`src/rtl/ptts_pkg.sv`:
```
// Shared types and constants of the periodic task timer scheduler.
package ptts_pkg;

  localparam int CMD_W       = 2;
  localparam int DELAY_W     = 24;
  localparam int PERIOD_W    = 24;
  localparam int SLOT_W      = 5;
  localparam int KIND_W      = 3;
  localparam int TICK_W      = 21;
  localparam int PROD_W      = 48;
  localparam int DIV_SHIFT   = 27;
  localparam int MAX_RESULTS = 32;
  localparam int CNT_W       = 6;

  // ceil(2^27 / 10): exact quotient by the 10 ms tick for any 24-bit value
  localparam logic [DELAY_W-1:0] TICK_RECIP = 24'd13421773;

  localparam logic [CMD_W-1:0] CMD_ADD  = 2'd0;
  localparam logic [CMD_W-1:0] CMD_DEL  = 2'd1;
  localparam logic [CMD_W-1:0] CMD_TICK = 2'd2;

  localparam logic [KIND_W-1:0] KIND_ADDED     = 3'd0;
  localparam logic [KIND_W-1:0] KIND_FULL      = 3'd1;
  localparam logic [KIND_W-1:0] KIND_DELETED   = 3'd2;
  localparam logic [KIND_W-1:0] KIND_DEL_EMPTY = 3'd3;
  localparam logic [KIND_W-1:0] KIND_FIRED     = 3'd4;

  typedef struct packed {
    logic cap;
    logic set_full;
    logic mul_dly;
    logic mul_per;
    logic add_wr;
    logic del_do;
    logic scan_start;
    logic eval;
    logic flush;
  } ptts_cmd_t;

  typedef struct packed {
    logic [CMD_W-1:0] cmd_code;
    logic             full;
    logic             fire;
    logic             pend;
    logic             out_free;
    logic             scan_last;
  } ptts_sts_t;

endpackage

```
`src/rtl/ptts_if.sv`:
```
// Request and result channel interfaces of the periodic task timer scheduler.
interface ptts_in_if;
  import ptts_pkg::*;
  logic                valid;
  logic                ready;
  logic [CMD_W-1:0]    cmd;
  logic [DELAY_W-1:0]  delay_ms;
  logic [PERIOD_W-1:0] period_ms;
  logic [SLOT_W-1:0]   slot;

  modport source(output valid, cmd, delay_ms, period_ms, slot, input ready);
  modport sink(input valid, cmd, delay_ms, period_ms, slot, output ready);
endinterface

interface ptts_out_if;
  import ptts_pkg::*;
  logic              valid;
  logic              ready;
  logic [KIND_W-1:0] kind;
  logic [SLOT_W-1:0] task_id;
  logic              last;

  modport source(output valid, kind, task_id, last, input ready);
  modport sink(input valid, kind, task_id, last, output ready);
endinterface

```
`src/rtl/ptts_ram.sv`:
```
// Generic single-write, single-read RAM with registered read data.
module ptts_ram #(
  parameter int WIDTH = 21,
  parameter int DEPTH = 32,
  localparam int AW = (DEPTH > 1) ? $clog2(DEPTH) : 1
) (
  input  logic             clk,
  input  logic             wr_en,
  input  logic [AW-1:0]    wr_addr,
  input  logic [WIDTH-1:0] wr_data,
  input  logic             rd_en,
  input  logic [AW-1:0]    rd_addr,
  output logic [WIDTH-1:0] rd_data
);

  logic [WIDTH-1:0] mem_r [DEPTH];
  logic [WIDTH-1:0] rd_data_r;

  always_ff @(posedge clk) begin
    if (wr_en) begin
      mem_r[wr_addr] <= wr_data;
    end
    if (rd_en) begin
      rd_data_r <= mem_r[rd_addr];
    end
  end

  assign rd_data = rd_data_r;

endmodule

```
`src/rtl/ptts_ctrl.sv`:
```
// Controller state machine of the periodic task timer scheduler.
module ptts_ctrl (
  input  logic                clk,
  input  logic                rst_n,
  input  logic                in_valid,
  output logic                in_ready,
  input  ptts_pkg::ptts_sts_t sts,
  output ptts_pkg::ptts_cmd_t cmd
);
  import ptts_pkg::*;

  localparam logic [2:0] S_IDLE   = 3'd0;
  localparam logic [2:0] S_DECODE = 3'd1;
  localparam logic [2:0] S_MUL_P  = 3'd2;
  localparam logic [2:0] S_ADD_WR = 3'd3;
  localparam logic [2:0] S_SCAN   = 3'd4;
  localparam logic [2:0] S_EMIT   = 3'd5;

  logic [2:0] state_r;
  logic [2:0] state_nxt;
  logic       stall;

  assign stall = sts.fire & sts.pend & ~sts.out_free;

  always_comb begin
    state_nxt = state_r;
    cmd       = '0;
    in_ready  = 1'b0;
    case (state_r)
      S_IDLE: begin
        in_ready = 1'b1;
        if (in_valid) begin
          cmd.cap   = 1'b1;
          state_nxt = S_DECODE;
        end
      end
      S_DECODE: begin
        case (sts.cmd_code)
          CMD_ADD: begin
            if (sts.full) begin
              cmd.set_full = 1'b1;
              state_nxt    = S_EMIT;
            end else begin
              cmd.mul_dly = 1'b1;
              state_nxt   = S_MUL_P;
            end
          end
          CMD_DEL: begin
            cmd.del_do = 1'b1;
            state_nxt  = S_EMIT;
          end
          CMD_TICK: begin
            cmd.scan_start = 1'b1;
            state_nxt      = S_SCAN;
          end
          default: begin
            state_nxt = S_IDLE;
          end
        endcase
      end
      S_MUL_P: begin
        cmd.mul_per = 1'b1;
        state_nxt   = S_ADD_WR;
      end
      S_ADD_WR: begin
        cmd.add_wr = 1'b1;
        state_nxt  = S_EMIT;
      end
      S_SCAN: begin
        if (!stall) begin
          cmd.eval = 1'b1;
          if (sts.scan_last) begin
            state_nxt = S_EMIT;
          end
        end
      end
      S_EMIT: begin
        if (!sts.pend) begin
          state_nxt = S_IDLE;
        end else if (sts.out_free) begin
          cmd.flush = 1'b1;
          state_nxt = S_IDLE;
        end
      end
      default: begin
        state_nxt = S_IDLE;
      end
    endcase
  end

  always_ff @(posedge clk) begin
    if (!rst_n) begin
      state_r <= S_IDLE;
    end else begin
      state_r <= state_nxt;
    end
  end

endmodule

```
`src/rtl/ptts_dp.sv`:
```
// Datapath of the periodic task timer scheduler: slot tables, divider, result registers.
module ptts_dp #(
  parameter int TASK_SLOTS = 32
) (
  input  logic                            clk,
  input  logic                            rst_n,
  input  ptts_pkg::ptts_cmd_t             cmd,
  output ptts_pkg::ptts_sts_t             sts,
  input  logic [ptts_pkg::CMD_W-1:0]      in_cmd,
  input  logic [ptts_pkg::DELAY_W-1:0]    in_delay_ms,
  input  logic [ptts_pkg::PERIOD_W-1:0]   in_period_ms,
  input  logic [ptts_pkg::SLOT_W-1:0]     in_slot,
  output logic                            out_valid,
  input  logic                            out_ready,
  output logic [ptts_pkg::KIND_W-1:0]     out_kind,
  output logic [ptts_pkg::SLOT_W-1:0]     out_task_id,
  output logic                            out_last
);
  import ptts_pkg::*;

  localparam int IDX_W = (TASK_SLOTS > 1) ? $clog2(TASK_SLOTS) : 1;

  logic [CMD_W-1:0]    cmd_r;
  logic [DELAY_W-1:0]  delay_r;
  logic [PERIOD_W-1:0] period_r;
  logic [SLOT_W-1:0]   slot_r;
  logic [PROD_W-1:0]   prod_r;
  logic [TICK_W-1:0]   dq_r;

  logic [TASK_SLOTS-1:0] active_r, active_nxt;
  logic [IDX_W-1:0]      idx_r, idx_nxt;
  logic [CNT_W-1:0]      n_r, n_nxt;
  logic                  pend_r, pend_nxt;
  logic [KIND_W-1:0]     res_kind_r, res_kind_nxt;
  logic [SLOT_W-1:0]     res_id_r, res_id_nxt;
  logic                  out_valid_r, out_valid_nxt;
  logic [KIND_W-1:0]     out_kind_r;
  logic [SLOT_W-1:0]     out_id_r;
  logic                  out_last_r;

  logic             found;
  logic [IDX_W-1:0] free_idx;
  logic             del_ok;
  logic             slot_act;
  logic             due;
  logic             fire;
  logic             scan_last;
  logic             out_free;
  logic             push;
  logic             push_last;

  logic              tk_we;
  logic [IDX_W-1:0]  tk_waddr;
  logic [TICK_W-1:0] tk_wdata;
  logic [TICK_W-1:0] tk_rdata;
  logic [TICK_W-1:0] rl_rdata;
  logic              rd_en;
  logic [IDX_W-1:0]  rd_addr;

  always_comb begin
    found    = 1'b0;
    free_idx = '0;
    for (int i = TASK_SLOTS - 1; i >= 0; i--) begin
      if (!active_r[i]) begin
        found    = 1'b1;
        free_idx = IDX_W'(i);
      end
    end
  end

  assign del_ok    = (32'(slot_r) < TASK_SLOTS) && active_r[IDX_W'(slot_r)];
  assign slot_act  = active_r[idx_r];
  assign due       = tk_rdata <= TICK_W'(1);
  assign fire      = slot_act & due & (n_r < CNT_W'(MAX_RESULTS));
  assign scan_last = idx_r == IDX_W'(TASK_SLOTS - 1);
  assign out_free  = ~out_valid_r | out_ready;

  assign rd_en    = cmd.scan_start | (cmd.eval & ~scan_last);
  assign rd_addr  = cmd.scan_start ? '0 : idx_r + IDX_W'(1);
  assign tk_we    = cmd.add_wr | (cmd.eval & slot_act);
  assign tk_waddr = cmd.add_wr ? free_idx : idx_r;

  always_comb begin
    if (cmd.add_wr) begin
      tk_wdata = dq_r;
    end else if (!due) begin
      tk_wdata = tk_rdata - TICK_W'(1);
    end else if (fire) begin
      tk_wdata = rl_rdata;
    end else begin
      tk_wdata = '0;
    end
  end

  ptts_ram #(.WIDTH(TICK_W), .DEPTH(TASK_SLOTS)) u_ticks_ram (
    .clk     (clk),
    .wr_en   (tk_we),
    .wr_addr (tk_waddr),
    .wr_data (tk_wdata),
    .rd_en   (rd_en),
    .rd_addr (rd_addr),
    .rd_data (tk_rdata)
  );

  ptts_ram #(.WIDTH(TICK_W), .DEPTH(TASK_SLOTS)) u_reload_ram (
    .clk     (clk),
    .wr_en   (cmd.add_wr),
    .wr_addr (free_idx),
    .wr_data (prod_r[DIV_SHIFT +: TICK_W]),
    .rd_en   (rd_en),
    .rd_addr (rd_addr),
    .rd_data (rl_rdata)
  );

  always_comb begin
    active_nxt   = active_r;
    pend_nxt     = pend_r;
    res_kind_nxt = res_kind_r;
    res_id_nxt   = res_id_r;
    idx_nxt      = idx_r;
    n_nxt        = n_r;
    push         = 1'b0;
    push_last    = 1'b0;
    if (cmd.set_full) begin
      pend_nxt     = 1'b1;
      res_kind_nxt = KIND_FULL;
      res_id_nxt   = '0;
    end
    if (cmd.add_wr) begin
      active_nxt[free_idx] = 1'b1;
      pend_nxt             = 1'b1;
      res_kind_nxt         = KIND_ADDED;
      res_id_nxt           = SLOT_W'(free_idx);
    end
    if (cmd.del_do) begin
      if (del_ok) begin
        active_nxt[IDX_W'(slot_r)] = 1'b0;
      end
      pend_nxt     = 1'b1;
      res_kind_nxt = del_ok ? KIND_DELETED : KIND_DEL_EMPTY;
      res_id_nxt   = slot_r;
    end
    if (cmd.scan_start) begin
      idx_nxt = '0;
      n_nxt   = '0;
    end
    if (cmd.eval) begin
      if (!scan_last) begin
        idx_nxt = idx_r + IDX_W'(1);
      end
      if (fire) begin
        push         = pend_r;
        n_nxt        = n_r + CNT_W'(1);
        pend_nxt     = 1'b1;
        res_kind_nxt = KIND_FIRED;
        res_id_nxt   = SLOT_W'(idx_r);
        if (rl_rdata == '0) begin
          active_nxt[idx_r] = 1'b0;
        end
      end
    end
    if (cmd.flush) begin
      push      = 1'b1;
      push_last = 1'b1;
      pend_nxt  = 1'b0;
    end
    if (push) begin
      out_valid_nxt = 1'b1;
    end else if (out_ready) begin
      out_valid_nxt = 1'b0;
    end else begin
      out_valid_nxt = out_valid_r;
    end
  end

  always_ff @(posedge clk) begin
    if (!rst_n) begin
      active_r    <= '0;
      pend_r      <= 1'b0;
      out_valid_r <= 1'b0;
      idx_r       <= '0;
      n_r         <= '0;
    end else begin
      active_r    <= active_nxt;
      pend_r      <= pend_nxt;
      out_valid_r <= out_valid_nxt;
      idx_r       <= idx_nxt;
      n_r         <= n_nxt;
    end
  end

  always_ff @(posedge clk) begin
    res_kind_r <= res_kind_nxt;
    res_id_r   <= res_id_nxt;
    if (cmd.cap) begin
      cmd_r    <= in_cmd;
      delay_r  <= in_delay_ms;
      period_r <= in_period_ms;
      slot_r   <= in_slot;
    end
    if (cmd.mul_dly) begin
      prod_r <= delay_r * TICK_RECIP;
    end
    if (cmd.mul_per) begin
      dq_r   <= prod_r[DIV_SHIFT +: TICK_W];
      prod_r <= period_r * TICK_RECIP;
    end
    if (push) begin
      out_kind_r <= res_kind_r;
      out_id_r   <= res_id_r;
      out_last_r <= push_last;
    end
  end

  assign sts.cmd_code  = cmd_r;
  assign sts.full      = ~found;
  assign sts.fire      = fire;
  assign sts.pend      = pend_r;
  assign sts.out_free  = out_free;
  assign sts.scan_last = scan_last;

  assign out_valid   = out_valid_r;
  assign out_kind    = out_kind_r;
  assign out_task_id = out_id_r;
  assign out_last    = out_last_r;

endmodule

```
`src/rtl/periodic_task_timer_scheduler_top.sv`:
```
// Add: capture, decode with the delay multiply, period multiply, table write, emit.
// Delete: capture, decode, emit. Tick: one slot a cycle through the tick-count RAM read
// port, held while a firing or the final result waits on a stalled result register.
// One request at a time; the next is taken once the last result is queued.
// Reset clears the slot-active bits and control state; a slot's counters are
// written when it is added, so the tables need no clearing pass.
module periodic_task_timer_scheduler_top #(
  parameter int TASK_SLOTS = 32
) (
  input  logic      clk,
  input  logic      rst_n,
  ptts_in_if.sink   in_ch,
  ptts_out_if.source out_ch
);
  import ptts_pkg::*;

  ptts_cmd_t ctl_cmd;
  ptts_sts_t dp_sts;

  ptts_ctrl u_ctrl (
    .clk      (clk),
    .rst_n    (rst_n),
    .in_valid (in_ch.valid),
    .in_ready (in_ch.ready),
    .sts      (dp_sts),
    .cmd      (ctl_cmd)
  );

  ptts_dp #(.TASK_SLOTS(TASK_SLOTS)) u_dp (
    .clk          (clk),
    .rst_n        (rst_n),
    .cmd          (ctl_cmd),
    .sts          (dp_sts),
    .in_cmd       (in_ch.cmd),
    .in_delay_ms  (in_ch.delay_ms),
    .in_period_ms (in_ch.period_ms),
    .in_slot      (in_ch.slot),
    .out_valid    (out_ch.valid),
    .out_ready    (out_ch.ready),
    .out_kind     (out_ch.kind),
    .out_task_id  (out_ch.task_id),
    .out_last     (out_ch.last)
  );

`ifndef ASSERT_OFF
  a_ready_drops: assert property (@(posedge clk) disable iff (!rst_n)
    in_ch.valid && in_ch.ready |=> !in_ch.ready)
    else $error("request taken while the previous one is in flight");

  a_idle_no_pend: assert property (@(posedge clk) disable iff (!rst_n)
    in_ch.ready |-> !dp_sts.pend)
    else $error("result still pending while idle");

  a_cmd_onehot: assert property (@(posedge clk) disable iff (!rst_n)
    $onehot0(ctl_cmd))
    else $error("more than one datapath command at once");
`endif

endmodule
```
`src/flat_wrapper.sv`:
```
// flat-port wrapper written by rule: the top's interface ports become plain ports
module periodic_task_timer_scheduler_top_flat import ptts_pkg::*;
#(
  parameter int TASK_SLOTS = 32
)
  (clk, rst_n, in_ch_valid, in_ch_cmd, in_ch_delay_ms, in_ch_period_ms, in_ch_slot, in_ch_ready, out_ch_valid, out_ch_kind, out_ch_task_id, out_ch_last, out_ch_ready);
  ptts_in_if in_ch_i ();
  ptts_out_if out_ch_i ();
  input  logic clk;
  input  logic rst_n;
  input wire logic [$bits(in_ch_i.valid)-1:0] in_ch_valid;
  input wire logic [$bits(in_ch_i.cmd)-1:0] in_ch_cmd;
  input wire logic [$bits(in_ch_i.delay_ms)-1:0] in_ch_delay_ms;
  input wire logic [$bits(in_ch_i.period_ms)-1:0] in_ch_period_ms;
  input wire logic [$bits(in_ch_i.slot)-1:0] in_ch_slot;
  output wire logic [$bits(in_ch_i.ready)-1:0] in_ch_ready;
  output wire logic [$bits(out_ch_i.valid)-1:0] out_ch_valid;
  output wire logic [$bits(out_ch_i.kind)-1:0] out_ch_kind;
  output wire logic [$bits(out_ch_i.task_id)-1:0] out_ch_task_id;
  output wire logic [$bits(out_ch_i.last)-1:0] out_ch_last;
  input wire logic [$bits(out_ch_i.ready)-1:0] out_ch_ready;
  assign in_ch_i.valid = in_ch_valid;
  assign in_ch_i.cmd = in_ch_cmd;
  assign in_ch_i.delay_ms = in_ch_delay_ms;
  assign in_ch_i.period_ms = in_ch_period_ms;
  assign in_ch_i.slot = in_ch_slot;
  assign in_ch_ready = in_ch_i.ready;
  assign out_ch_valid = out_ch_i.valid;
  assign out_ch_kind = out_ch_i.kind;
  assign out_ch_task_id = out_ch_i.task_id;
  assign out_ch_last = out_ch_i.last;
  assign out_ch_i.ready = out_ch_ready;
  periodic_task_timer_scheduler_top #(.TASK_SLOTS(TASK_SLOTS)) u_core (.clk(clk), .rst_n(rst_n), .in_ch(in_ch_i), .out_ch(out_ch_i));
endmodule
```
`config.mk`:
```
export PLATFORM = sky130hd
export DESIGN_NAME = periodic_task_timer_scheduler_top_flat
export DESIGN_NICKNAME = d
export VERILOG_FILES = /design/src/rtl/ptts_pkg.sv /design/src/rtl/ptts_if.sv /design/src/rtl/ptts_ram.sv /design/src/rtl/ptts_ctrl.sv /design/src/rtl/ptts_dp.sv /design/src/rtl/periodic_task_timer_scheduler_top.sv /design/src/flat_wrapper.sv
export SDC_FILE = /design/constraint.sdc
export NUM_CORES = 2
export LEC_CHECK = 0
export BUFFER_PORTS_ARGS = -buffer_cell sky130_fd_sc_hd__buf_2
export CORE_MARGIN = 2
export CORE_UTILIZATION = 57
export DETAILED_ROUTE_END_ITERATION = 10
export GPL_ROUTABILITY_DRIVEN = 1
export HOLD_SLACK_MARGIN = 0.08
export PLACE_DENSITY = 0.76
export SLEW_MARGIN = 20
export SYNTH_ARGS = -nofsm -noshare
export SYNTH_HDL_FRONTEND = slang
export SYNTH_HIERARCHICAL = 1
export SYNTH_SLANG_ARGS = --single-unit
```
`constraint.sdc`:
```
create_clock -name clk -period 6.8 [get_ports clk]
set_input_delay 0.34 -clock clk [delete_from_list [all_inputs] [get_ports clk]]
set_output_delay 0.34 -clock clk [all_outputs]
set_load 0.01 [all_outputs]
```
## Yosys cells after proc, flatten, opt, wreduce, memory -nomap -nowiden

Memories as Yosys holds them, arrays and structs flattened. A register that Yosys moved wholly into a read port is not among the register bits.
Cells that the tools add are included.

| storage, ports and cells | value |
|---|---|
| bits of input ports | 59 |
| output and inout port bits | 11 |
| bits in registers | 189 |
| memories kept | 2 |
| bits in writable memories | 1344 |

| operators by class | value |
|---|---|
| reductions and logical operators | 10 |
| eq/ne operators | 12 |
| order comparisons | 8 |
| add/sub/neg operators | 3 |
| multipliers | 2 |
| mux-type cells | 144 |
| bitwise logic cells | 18 |

Memories:

| memory | depth | bits a word | rd ports | clocked after memory_dff | wr ports | line | RTL |
|---|---|---|---|---|---|---|---|
| u_core.u_dp.u_reload_ram.mem_r | 32 | 21 | 1 | 1 | 1 | ptts_ram.sv:16 | `logic [WIDTH-1:0] mem_r [DEPTH];` |
| u_core.u_dp.u_ticks_ram.mem_r | 32 | 21 | 1 | 1 | 1 | ptts_ram.sv:16 |  |

Operator list:

| cell | count |
|---|---|
| 5-bit 2-to-1 mux | 42 |
| 32-bit 2-to-1 mux | 6 |
| 24-bit by 24-bit multiplier with 48-bit output, second input constant | 2 |
| 48-bit 2-to-1 mux | 2 |
| 1-bit 2-to-1 mux | 67 |
| 32-bit bitwise AND | 2 |
| 32-bit inverter | 2 |
| 21-bit 2-to-1 mux | 3 |
| 3-bit 2-to-1 mux | 11 |
| 32-bit OR | 1 |
| 21-bit by 1-bit less-or-equal comparator with 1-bit output, second input constant | 1 |
| 21-bit zero test | 1 |
| 21-bit by 1-bit subtractor with 21-bit output, second input constant | 1 |
| 5-bit by 6-bit < comparator with 1-bit output, second input constant | 3 |
| 6-bit 2-to-1 mux | 3 |
| 3-bit case mux with 6 select lines | 1 |
| 1-bit demux with 5-bit select | 3 |
| 5-bit by 1-bit greater-or-equal comparator with 1-bit output, second input constant | 3 |
| 1-bit binary-select mux with 5-bit select | 2 |
| 3-bit case mux with 3 select lines | 1 |
| 6-bit by 1-bit adder with 6-bit output, second input constant | 1 |
| 1-bit bitwise AND | 6 |
| 3-bit by 2-bit equality test with 1-bit output, second input constant | 2 |
| 3-bit equality test, second input constant | 2 |
| other kinds (17) | 29 |

## Longest topological paths before layout

| depth | value |
|---|---|
| word-level depth | 45 |
| depth in mapped cells | 23 |
| gate-level depth less buffers | 23 |

## Modules after synthesis

The synthesis kept the hierarchy.

By module, submodules not included:

| module | cells each | sequential area each (um2) | times used | area each (um2) |
|---|---|---|---|---|
| ptts_dp | 2766 | 4244.1 | 1 | 28074.4 |
| ptts_ram (u_core.u_dp.u_reload_ram) | 1481 | 20810.0 | 1 | 26963.4 |
| ptts_ram (u_core.u_dp.u_ticks_ram) | 1481 | 20810.0 | 1 | 26962.1 |
| ptts_ctrl | 48 | 60.1 | 1 | 362.8 |

## Worst setup path before layout

OpenSTA, ideal clock, no wires.

| path | value |
|---|---|
| path kind | reg2reg |
| start point | register u_core.u_dp.delay_r[10] |
| end point | register u_core.u_dp.prod_r[47], data pin |
| library setup time | 268 ps |
| cell stages (with the launch flop) | 22 |
| clock period less this slack | 6370 ps |
| arrival time | 6102 ps |
| slack | 430 ps |
| path buffers | 0 |
| cell sequence | edfxtp_1 -> ha_1 -> inv_1 -> fa_1 -> inv_1 -> fa_1 -> fa_1 -> fa_1 -> inv_1 -> fa_1 -> fa_1 -> inv_1 -> ha_1 -> a211o_1 -> or3_1 -> a221oi_2 -> a2111oi_0 -> o221a_2 -> o211ai_1 -> a21oi_1 -> o31ai_1 -> o21ai_1 |

| between the ends | value |
|---|---|
| longest elaborated chain between the ends | 3 |

Ends and longest elaborated chain:

| item | line | RTL |
|---|---|---|
| start: declaration | ptts_dp.sv:24 | `logic [DELAY_W-1:0] delay_r;` |
| start signal: assignment | ptts_dp.sv:197 | `delay_r <= in_delay_ms;` |
| 24-bit by 24-bit multiplier with 48-bit output | ptts_dp.sv:202 | `prod_r <= delay_r * TICK_RECIP;` |
| 48-bit 2-to-1 mux | ptts_dp.sv:201 | `if (cmd.mul_dly) begin` |
| 48-bit 2-to-1 mux | ptts_dp.sv:204 | `if (cmd.mul_per) begin` |
| end signal: assignment | ptts_dp.sv:202 |  |
| end signal: assignment | ptts_dp.sv:206 | `prod_r <= period_r * TICK_RECIP;` |
| end: declaration | ptts_dp.sv:27 | `logic [PROD_W-1:0] prod_r;` |

Every way passes these cells. The select of a mux whose other input is x is not followed.
A chain may end at the register's enable or synchronous reset.

## Worst setup path in the final report

| path | value |
|---|---|
| start point | register u_core.u_dp.period_r[10] |
| end point | register u_core.u_dp.prod_r[45], data pin |

| between the ends | value |
|---|---|
| longest elaborated chain between the ends | 2 |

Ends and longest elaborated chain:

| item | line | RTL |
|---|---|---|
| start: declaration | ptts_dp.sv:25 | `logic [PERIOD_W-1:0] period_r;` |
| start signal: assignment | ptts_dp.sv:198 | `period_r <= in_period_ms;` |
| 24-bit by 24-bit multiplier with 48-bit output | ptts_dp.sv:206 |  |
| 48-bit 2-to-1 mux | ptts_dp.sv:204 |  |

Every way passes these cells.

==> impl_results.md <==
* Routed wire length at 193,900 µm
* CTS tree: done
* Antenna viol nets, final at 0
* CTS sink count at 1,548
* Final Hold Vio Count at 0
* Post-route setup TNS at 0 ns
* Number of global-route vias before repair at 49,310
* Fmax at ~150 MHz
* Syn Area/Cell at 14.26 µm²
* First-pass GRT wire length at 294,400 µm
* DP HPWL at 132,600 µm
* Clock Path Buffers at 3
* Grt ovf at 0
* Post-synthesis sequential area ratio at between 50% and 60%
* Synth cell types at 87
* Mapped Cells at 5,776
* Synth Register Bits at 1,548
* FP Rows at 139
* H-Tree Depth at 4
* Most common cell after layout, fill and taps aside: edfxtp_1
* Final GP Congestion at between 0.9 and 1
* Via density at 5.928
* Fill cell count at 10,210
* Critical path endpoint category: flip-flop
* Main flop type after synthesis: edfxtp_1
* YS warnings at 6
* Period utilization at a little under 100%
* Most frequent cells in the layout: 1,492 x edfxtp_1, 753 x inv_1, 681 x mux2i_1, 520 x ha_1, 441 x fa_1
* Drt first pass iters at 6
* CP cell instances: ha_1 > inv_1 > fa_1 > inv_1 > fa_1 > inv_1 > fa_1 > fa_1 > inv_1 > fa_1 > inv_1 > fa_1 > inv_1 > ha_1 > o21ai_0 > a2111oi_4 > o221ai_1 > buf_4 > a31oi_2 > o31a_1 > buf_4 > a31o_1 > a31oi_1 > mux2_2
* CTS Buf Count at around 160
* Clock Skew at 0.04021 ns
* Worst Max-Slew Pin Slew at 1.158 ns
* Largest net degree at the start of global routing at around 120
* Setup WS post-layout at roughly 0.15 ns
* Async SR Flop Fraction at 0%
* Worst slack, placed at -0.2618 ns
* Clk root buf: clkbuf_16
* Initial drt markers at 4,502
* Fin. max-slew vios at 0
* Port buffer count at 69
* Reg clk slew, reported paths at 0.06 ns
* Core region area at approximately 0.14 mm²
* Diodes inserted at 0
* Starting Density at 57.40%
* Post-synth EDFFs at 1,492
* Status: finished clean
* Post-route minimum period at 6.649 ns
* RSZ-0062 raised after global routing: true
* Die area at 0.1476 mm²
* I/O pin count at 70
* Max-slew headroom at 22.83%
* Layout area overhead at 12.27%
* Number of max-cap violations at 0
* Initial antenna violation count at 4
* DR WL/cell at 23.75 µm
* Vias at 48,400
* Synthesized area at ~0.08 mm²
* Slowest CP cell: fa_1
* Clock latency on the worst-skew pair at 0.79 ns
* Die Span Y at approximately 380 µm
* CP max FO at 4
* Worst Path Required at 7.32 ns
* Synth Net Count at 6,808
* Worst hold path type: in -> reg
* Crit-path max cell delay at 0.56 ns
* Chip Width at 384.1 µm
* Final Net Count at approximately 7,200
* Share of cells above drive strength 1 at 12.31%
* Number of remaining DRC errors at 0
* Endpoints failing setup at 0
* Total track usage at 26.31%
* Worst Setup Start Kind: flip-flop
* Post-Route Utilization at 64.45%
* Crit path DAT at about 7.2 ns
* Setup CP Type: reg -> reg
cells in the mapped netlist, types with 58 or more instances:
library cell,number,area share (%)
fa_1,442,11
nor3_1,72,0.44
a21oi_1,201,1.2
a22o_1,85,0.90
edfxtp_1,1492,54
ha_1,531,8.1
inv_1,755,3.4
clkbuf_1,86,0.39
a22oi_1,183,1.7
mux2i_1,681,8.3
nand3_1,114,0.69
nor2_1,152,0.69
a31oi_1,58,0.44
o21ai_0,78,0.47
nand2_1,177,0.81
area by class of cell:
| cell class | instances | area (µm²) | area share (%) |
|---|---|---|---|
| flip-flops and latches | 1548 | 45920 | 49.66 |
| multi-input cells | 3254 | 32900 | 35.57 |
| clock inverters | 109 | 988.4 | 1.069 |
| clock buffers | 181 | 4081 | 4.414 |
| inverters | 756 | 2838 | 3.069 |
| well taps | 1903 | 2381 | 2.575 |
| repair buffers | 414 | 3362 | 3.636 |
stage by stage:
step,cells,cell area [µm²],hold slack (ns)
2_1_floorplan,5776,82360,0.4081
3_3_place_gp,7785,86080,0.4188
3_5_place_dp,7786,86120,0.4252
4_1_cts,8136,91790,0.2233
5_1_grt,8165,92470,0.2426
6_report,8165,92470,0.2715
flip-flops by register name (all words and copies together), names as in the netlist, 6 cells and up:
| name | cells |
|---|---|
| u_core/u_dp/prod_r | 21 |
| u_core/u_dp/u_ticks_ram/rd_data | 21 |
| u_core/u_dp/active_r | 32 |
| u_core/u_dp/n_r | 6 |
| u_core/u_dp/u_reload_ram/rd_data | 21 |
| u_core/u_dp/delay_r | 24 |
| u_core/u_dp/u_ticks_ram/mem_r | 672 |
| u_core/u_dp/dq_r | 21 |
| u_core/u_dp/u_reload_ram/mem_r | 672 |
| u_core/u_dp/period_r | 24 |
worst max-delay path: cells and delay by family, from the launching register on:
kind                     cells  cell delay, ns
flip-flops                   1            0.49
AO/OA/AOI/OAI                7            1.38
buffers and inverters        8            0.64
multiplexers                 1            0.27
adder cells (fa/ha/maj)      8            3.62
layer usage:
metal	GRT usage, %	vias to the layer above	part of all wire [%]
met5	0	-	0
met1	36.05	24580	42
li1	-	21820	-
met2	43.80	1686	49
met3	3.941	313	6.2
met4	7.785	0	2.9
cell families after synthesis:
family / Yosys count / synth area share [%]
and+or+nand+nor: 717 / 4.308
AOI/OAI and AO/OA: 803 / 6.526
adders and majority gates: 973 / 18.81
xor gates and xnor gates: 57 / 0.6061
buffers and inverters: 974 / 5.151
muxes: 704 / 8.840
DFF: 1548 / 55.76
what timing repair did:
action | in CTS | in global routing
hold buffers | 58 | 0
pin swaps | 0 | 27
cloned | 0 | 0
hold endpoints to repair | 58 | 0
setup buffers | 2 | 18
endpoints found under the setup margin | 10 | 17
resized for setup | 3 | 45
final timing paths:
path                                                 from                      end  slack (ns)  cells after the start
worst min register to register  u_core/u_dp/res_kind_r[1]  u_core/u_dp/out_kind[1]        0.44                      0
worst max-delay path             u_core/u_dp/period_r[10]   u_core/u_dp/prod_r[45]        0.15                     24
worst max register to register   u_core/u_dp/period_r[10]   u_core/u_dp/prod_r[45]        0.15                     24
worst min-delay path                        in_ch_slot[3]    u_core/u_dp/slot_r[3]        0.27                      2
Power is not shown: default switching activity piles up to over one toggle a cycle in this logic, so the estimate is an artifact.
